==> config.mk <==
export PLATFORM = sky130hd
export DESIGN_NAME = mtg_front
export DESIGN_NICKNAME = d
export VERILOG_FILES = /design/src/design/mtg_pkg.sv /design/src/design/mtg_front.sv
export SDC_FILE = /design/constraint.sdc
export NUM_CORES = 1
export LEC_CHECK = 0
export BUFFER_PORTS_ARGS = -buffer_cell sky130_fd_sc_hd__buf_2
export CAP_MARGIN = 30
export CELL_PAD_IN_SITES_DETAIL_PLACEMENT = 1
export CELL_PAD_IN_SITES_GLOBAL_PLACEMENT = 1
export CORE_UTILIZATION = 40
export CTS_CLUSTER_SIZE = 30
export DETAILED_ROUTE_END_ITERATION = 8
export PLACE_DENSITY_LB_ADDON = 0.1
export SETUP_SLACK_MARGIN = 0.5
export SYNTH_ARGS = -nofsm -noshare
export SYNTH_HDL_FRONTEND = slang
export SYNTH_SLANG_ARGS = --single-unit
==> constraint.sdc <==
create_clock -name clk -period 21.8 [get_ports clk]
set_input_delay 1.09 -clock clk [delete_from_list [all_inputs] [get_ports clk]]
set_output_delay 1.09 -clock clk [all_outputs]
set_load 0.03 [all_outputs]
==> src/design/mtg_pkg.sv <==
`timescale 1ns / 1ps
// ----------------------------------------------------------------------------
// mtg_pkg: shared types and constants of the mesh tangent generator
// Command encoding passed from the front end to the back end, field widths and
// the widths of the shared divider.
// ----------------------------------------------------------------------------
package mtg_pkg;

  localparam int IDX_W = 12;
  localparam int POS_W = 32;
  localparam int TEX_W = 24;
  localparam int NRM_W = 16;
  localparam int ACC_W = 48;
  localparam int TAN_W = 16;

  // Shared long divider: dividend and divisor widths.
  localparam int DVD_W = 82;
  localparam int DVS_W = 51;

  // Integer square root: radicand and root widths.
  localparam int SQ_W = 64;
  localparam int RT_W = 32;

  typedef enum logic [1:0] {
    FN_LOAD = 2'd0,
    FN_FACE = 2'd1,
    FN_READ = 2'd2,
    FN_NONE = 2'd3
  } func_t;

  typedef enum logic [1:0] {
    OP_LOAD     = 2'd0,
    OP_FACE     = 2'd1,
    OP_READ     = 2'd2,
    OP_READ_BAD = 2'd3
  } op_t;

  typedef struct packed {
    op_t                       op;
    logic [IDX_W-1:0]          idx_a;
    logic [IDX_W-1:0]          idx_b;
    logic [IDX_W-1:0]          idx_c;
    logic signed [POS_W-1:0]   pos_x;
    logic signed [POS_W-1:0]   pos_y;
    logic signed [POS_W-1:0]   pos_z;
    logic signed [TEX_W-1:0]   tex_u;
    logic signed [TEX_W-1:0]   tex_v;
    logic signed [NRM_W-1:0]   nrm_x;
    logic signed [NRM_W-1:0]   nrm_y;
    logic signed [NRM_W-1:0]   nrm_z;
  } cmd_t;

endpackage

==> src/design/mtg_front.sv <==
`timescale 1ns / 1ps
// ----------------------------------------------------------------------------
// mtg_front: input acceptance, classification and command queue
// Range-checks the vertex indexes, drops beats that have no effect and keeps
// up to two decoded commands for the back end.
// ----------------------------------------------------------------------------
module mtg_front #(
  parameter int VERTS = 4096
) (
  input  logic                               clk,
  input  logic                               rst_n,
  input  logic                               in_valid,
  output logic                               in_ready,
  input  logic [1:0]                         in_func,
  input  logic [mtg_pkg::IDX_W-1:0]          in_idx_a,
  input  logic [mtg_pkg::IDX_W-1:0]          in_idx_b,
  input  logic [mtg_pkg::IDX_W-1:0]          in_idx_c,
  input  logic signed [mtg_pkg::POS_W-1:0]   in_pos_x,
  input  logic signed [mtg_pkg::POS_W-1:0]   in_pos_y,
  input  logic signed [mtg_pkg::POS_W-1:0]   in_pos_z,
  input  logic signed [mtg_pkg::TEX_W-1:0]   in_tex_u,
  input  logic signed [mtg_pkg::TEX_W-1:0]   in_tex_v,
  input  logic signed [mtg_pkg::NRM_W-1:0]   in_nrm_x,
  input  logic signed [mtg_pkg::NRM_W-1:0]   in_nrm_y,
  input  logic signed [mtg_pkg::NRM_W-1:0]   in_nrm_z,
  input  logic                               clear_busy,
  output logic                               q_valid,
  output mtg_pkg::cmd_t                      q_cmd,
  input  logic                               q_pop
);
  import mtg_pkg::*;

  cmd_t       fifo_r [2];
  logic       wr_ptr_r, wr_ptr_nxt;
  logic       rd_ptr_r, rd_ptr_nxt;
  logic [1:0] cnt_r, cnt_nxt;

  logic ok_a, ok_b, ok_c, keep, push;
  cmd_t cmd;

  always_comb begin
    ok_a = 32'(in_idx_a) < VERTS;
    ok_b = 32'(in_idx_b) < VERTS;
    ok_c = 32'(in_idx_c) < VERTS;
    cmd.idx_a = in_idx_a;
    cmd.idx_b = in_idx_b;
    cmd.idx_c = in_idx_c;
    cmd.pos_x = in_pos_x;
    cmd.pos_y = in_pos_y;
    cmd.pos_z = in_pos_z;
    cmd.tex_u = in_tex_u;
    cmd.tex_v = in_tex_v;
    cmd.nrm_x = in_nrm_x;
    cmd.nrm_y = in_nrm_y;
    cmd.nrm_z = in_nrm_z;
    cmd.op    = OP_LOAD;
    keep      = 1'b0;
    unique case (func_t'(in_func))
      FN_LOAD: begin
        cmd.op = OP_LOAD;
        keep   = ok_a;
      end
      FN_FACE: begin
        cmd.op = OP_FACE;
        keep   = ok_a && ok_b && ok_c;
      end
      FN_READ: begin
        cmd.op = ok_a ? OP_READ : OP_READ_BAD;
        keep   = 1'b1;
      end
      FN_NONE: begin
        keep = 1'b0;
      end
      default: keep = 1'b0;
    endcase
  end

  assign in_ready = !clear_busy && (cnt_r != 2'd2);
  assign push     = in_valid && in_ready && keep;
  assign q_valid  = cnt_r != 2'd0;
  assign q_cmd    = fifo_r[rd_ptr_r];

  always_comb begin
    wr_ptr_nxt = push ? !wr_ptr_r : wr_ptr_r;
    rd_ptr_nxt = q_pop ? !rd_ptr_r : rd_ptr_r;
    cnt_nxt    = cnt_r + 2'(push) - 2'(q_pop);
  end

  always_ff @(posedge clk) begin
    if (!rst_n) begin
      wr_ptr_r <= 1'b0;
      rd_ptr_r <= 1'b0;
      cnt_r    <= 2'd0;
    end else begin
      wr_ptr_r <= wr_ptr_nxt;
      rd_ptr_r <= rd_ptr_nxt;
      cnt_r    <= cnt_nxt;
    end
  end

  always_ff @(posedge clk) begin
    if (push) begin
      fifo_r[wr_ptr_r] <= cmd;
    end
  end

endmodule

# Yosys cells after proc, flatten, opt, wreduce, memory -nomap -nowiden
# Memories as Yosys holds them, arrays and structs flattened. A register that Yosys moved wholly into a read port is not among the register bits.
# Cells that the tools add are included.
[totals] register_bits=4 ram_bits=460 input_bits=235 wordCells=25 memories=1
[memory_table] name="fifo_r" depth=2 word_bits=230 read_ports=1 rd_ports_with_merged_regs=1 wr=1 line_no="mtg_front.sv:33" text="cmd_t fifo_r [2];"
[classes] add_sub_neg=2 n_eq_ne=4 mux=6 reduce_logical=9
[ops] operator="$eq A2 B2 Y1 const B" count=2
[ops] operator="$mux W1" count=4
[ops] operator="$pmux W2 S2" count=1
[ops] operator="$logic_and A1 B1 Y1" count=3
[ops] operator="$logic_not A1 Y1" count=3
[ops] operator="$reduce_or A3 Y1" count=1
[ops] operator="$add A2 B1 Y2" count=1
[ops] operator="$eq A2 B1 Y1 const B" count=1
[ops] operator="$logic_not A2 Y1" count=1
[ops] operator="$ne A2 B2 Y1 const B" count=1
[ops] operator="$pmux W1 S2" count=1
[ops] operator="$reduce_bool A2 Y1" count=1
[ops] operator="$sub A2 B1 Y2" count=1

# Longest topological paths before layout
[depth] word_depth=6 ltp_mapped=8

# Worst setup path before layout
# OpenSTA, ideal clock, no wires.
[synth_path] path_type="in2reg" from="input port clear_busy" to="memory fifo_r[0][0] (netlist bit), enable pin" setup_time_ns=0.826 arrival_ns=10.925 t_required_ns=20.974 slack_ns=10.049 path_stages=2 cell_sequence="nand4bb_1 nor2_1"
[synth_via] elab_chain_cells=6
[synth_rtl] item="start, declared" line_no="mtg_front.sv:26" text="input logic clear_busy,"
[synth_rtl] item="$logic_not A1 Y1" line_no="mtg_front.sv:78" text="assign in_ready = !clear_busy && (cnt_r != 2'd2);"
[synth_rtl] item="$logic_and A1 B1 Y1" line_no="mtg_front.sv:78"
[synth_rtl] item="$logic_and A1 B1 Y1 (2 in a row)" line_no="mtg_front.sv:79" text="assign push = in_valid && in_ready && keep;"
[synth_rtl] item="$mux W1" line_no="mtg_front.sv:102" text="if (push) begin"
[synth_rtl] item="$mux W1 (implied by the code)" line_no="mtg_front.sv:103" text="fifo_r[wr_ptr_r] <= cmd;"
[synth_rtl] item="end, declared" line_no="mtg_front.sv:33"
# No other way between the ends.

==> results.yml <==
routing:
  first_iter_violations: 492
  avgViaCountPerCell: 4.67
  dr_total_vias: 8800
  first_pass_iteration_count_of_the_detailed_router: 4
  routedWlPerCell_microns: 21.6
  detail_route.drc_violations: 0
  wirelength_mm: 40.7
  drtAntennaViolNets: 0
critical_path:
  crit_path_start_kind: "register"
  timing.rr.start: "cnt_r[1]"
  worst-r2r-setup-slack_ns: 18.70
  worst_setup_path_end_kind: "output port"
  cp.arrival_ns: 3.66
  worst_ep_required_time_ns: 20.71
  cpMostUsedCell: "buf_4"
  timing.critical_path.cells: "buf_4 > buf_16 > buf_4 > mux2_4 > buf_2"
  timing.rr.end: "fifo_r[1][54]"
  cp_slowest_stage_delay_ns: 0.91
  r2r_cells: 5
  critical_path_peak_fanout: 50
  timing.critical_path.slowest_stage_cell: "dfxtp_4"
  timing.setup.critical_path_class: "register to output port"
floorplan:
  initial_core_util: 0.405
  die-width_microns: 213
  core.rowCount: 77
  io-pin-count: 467
  area_of_the_die_sq_mm: 0.0455
  area_of_the_core_region_sq_mm: 0.0441
  die-height_microns: 213
sta:
  fin_setup_tns_ns: 0
  timing.final.setup_violations: 0
  finalCritPeriodShare: 0.218
  relSlewSlack: 0.119
  period_minus_slack_ns: 4.75
  grt_setup_unrepaired: "false"
  final_hold_viol_count: 0
  slew_violations: 0
  fin_skew_ns: 0.0186
  transition_time_at_the_pin_with_the_least_slew_margin_ns: 1.32
  clock.fmax_mhz: 210
clock_network:
  tritoncts.num_buffers: 49
  cts_tree: "built"
  cts-resized-gates: 0
  cts.root.buffer_cell: "clkbuf_16"
  cts_setup_buffers: 0
  clockBufferDepth: 3
  clock_sink_count: 465
  htree_levels: 2
  cts_hold_buffers: 0
  clk_latency_worst_skew_pair_ns: 0.58
  path_clk_slew_ns: 0.06
min_path:
  path_category_of_the_worst_min_delay_check: "register to register"
  worst_hold_path.endpoint: "wr_ptr_r"
  worst_hold_startpoint: "wr_ptr_r"
  hold_depth: 2
layout:
  postLayoutCellArea_sq_mm: 0.0221
  post_route_cells_drive_above_1_share: 0.604
  postLayoutCoreUtil: 0.501
  areaGrowthSynthToFinish_pct: 23.8
  final_net_count: 1484
yosys:
  postSynthRegisterBits: 465
  synthArstFlopShare: 0
  synthCells: 744
  synth-edff-count: 460
  post_synth.cell_area_avg_sq_um: 24.0
  synth.top_cells.by_count: "edfxtp_1 (460), mux2_4 (200), mux2_2 (30)"
  synth.yosys.seq_area_share: 0.778
  ys_warn_count: 0
  cell_with_the_most_instances_after_synthesis: "edfxtp_1"
  synthesis.area_sq_mm: 0.0179
  synth_fp_nets: 981
  synth_top_flop_cell: "edfxtp_1"
  synth_top_area_cell: "edfxtp_1"
  yosysTopAreaCellShare: 0.773
  yosysUniqueCellTypes: 18
  ys_top_cells_by_area: "edfxtp_1 (77%), mux2_4 (17%), buf_12 (2.5%)"
grt:
  grt.met3_usage: 0.0798
  grt.met2_usage: 0.287
  overflow: 0
  grt_max_degree: 174
  grt_first_pass_wirelength_mm: 56.9
  grt_pass1_vias: 9010
  grt_use_total: 0.173
  grt_most_used_layer: "met2"
  global_route.usage.met1: 0.198
  antenna_found_initial: 21
power_and_ir_drop:
  comb_power_share: 0.136
  p_sw_uw: 512
  intPower_mw: 1.57
  power_leakage_nw: 8.55
  power.density_mw_per_mm2: 94.4
  seq_power_share: 0.499
  p_clk_frac: 0.365
  largest_voltage_drop_on_the_vdd_net_uv: 59.9
  netSwitchingFraction: 0.245
place:
  post_dp_cell_area_sq_mm: 0.0206
  hpwlAfterDp_mm: 28.0
  io_buffer_count: 466
  gp_routability_congestion: 0.753
outcome:
  status: "complete, no violations"
flow_run:
  count_of_max_cap_constraint_violations: 0
==> metal layers <==
layer | vias to the layer above | routed length, microns
met5 | - | 172
met2 | 305 | 20200
met4 | 26 | 882
met1 | 4400 | 15400
li1 | 3986 | -
met3 | 83 | 4080
==> flip-flops by register name, summed over array words and instances, names as in the netlist, named ones only <==
| register | count |
|---|---|
| cnt_r | 2 |
| fifo_r | 460 |
| rd_ptr_r | 1 |
| wr_ptr_r | 1 |
==> area by class of cell <==
class	count	area, sq um
Sequential cell	465	13900
Tap cell	592	741
Inverter	2	7.51
Timing Repair Buffer	478	2470
Multi-Input combinational cell	251	3500
Fill cell	4202	22000
Clock buffer	63	1320
Antenna cell	8	20.0
Clock inverter	24	138
==> logic make-up (layout without fill, tap and decap cells) <==
family / count (synthesis) / in the layout / share of synthesized area
DFF: 465 / 465 / 0.778
muxes: 231 / 231 / 0.187
buffers and inverters: 28 / 567 / 0.0265
and+or+nand+nor: 15 / 15 / 0.00469
xor gates and xnor gates: 3 / 3 / 0.00147
adders and majority gates: 2 / 2 / 0.00140
other: 0 / 8 / 0
==> power groups by stage <==
stage,registers (mW),clock network (mW),logic (mW)
6_report,1.04,0.763,0.284
5_1_grt,1.04,0.820,0.300
4_1_cts,1.04,0.788,0.288
3_5_place_dp,1.06,0,0.288
3_3_place_gp,1.06,0,0.285
2_1_floorplan,1.07,0,0.216
==> per-stage QoR <==
| step | hold WS, ns | cells | total power [mW] | setup slack (ns) |
|---|---|---|---|---|
| after floorplan | 0.451 | 744 | 1.28 | 10.05 |
| after global placement | 0.495 | 1786 | 1.34 | 17.28 |
| after detailed placement | 0.524 | 1787 | 1.35 | 17.58 |
| after CTS | 0.532 | 1874 | 2.12 | 16.94 |
| after global routing | 0.576 | 1877 | 2.16 | 16.85 |
| final | 0.532 | 1883 | 2.09 | 17.05 |
==> how the worst max path moves through the flow <==
| stage | to | depth (start not counted) | startpoint | slack (ns) |
|---|---|---|---|---|
| after global placement | q_cmd[172] | 4 | register | 17.28 |
| after CTS | q_cmd[167] | 5 | register | 16.94 |
| after global routing | q_cmd[86] | 5 | register | 16.85 |
| after floorplan | fifo_r[0][0] | 2 | clear_busy | 10.05 |
| after detailed placement | q_cmd[167] | 5 | register | 17.58 |
| final | q_cmd[167] | 5 | register | 17.05 |
==> cells in the final DEF, fill, tap and decap left out, types with 3 or more instances in the layout <==
cell / netlist / final
and2_1: 4 / 4
buf_2: 3 / 466
buf_4: 0 / 9
clkbuf_1: 0 / 12
clkbuf_16: 0 / 51
clkinv_1: 0 / 12
clkinv_2: 0 / 9
dfxtp_1: 5 / 4
diode_2: 0 / 8
edfxtp_1: 460 / 460
mux2_2: 30 / 30
mux2_4: 200 / 200
nand2_1: 3 / 3
nor2b_1: 3 / 3
==> critical path, delay by kind of cell, from the launching register on <==
family	cells	cell delay (ns)
flops	1	0.91
mux	1	0.35
buf+inv	4	1.71
Power figures use the tool's default switching activity.
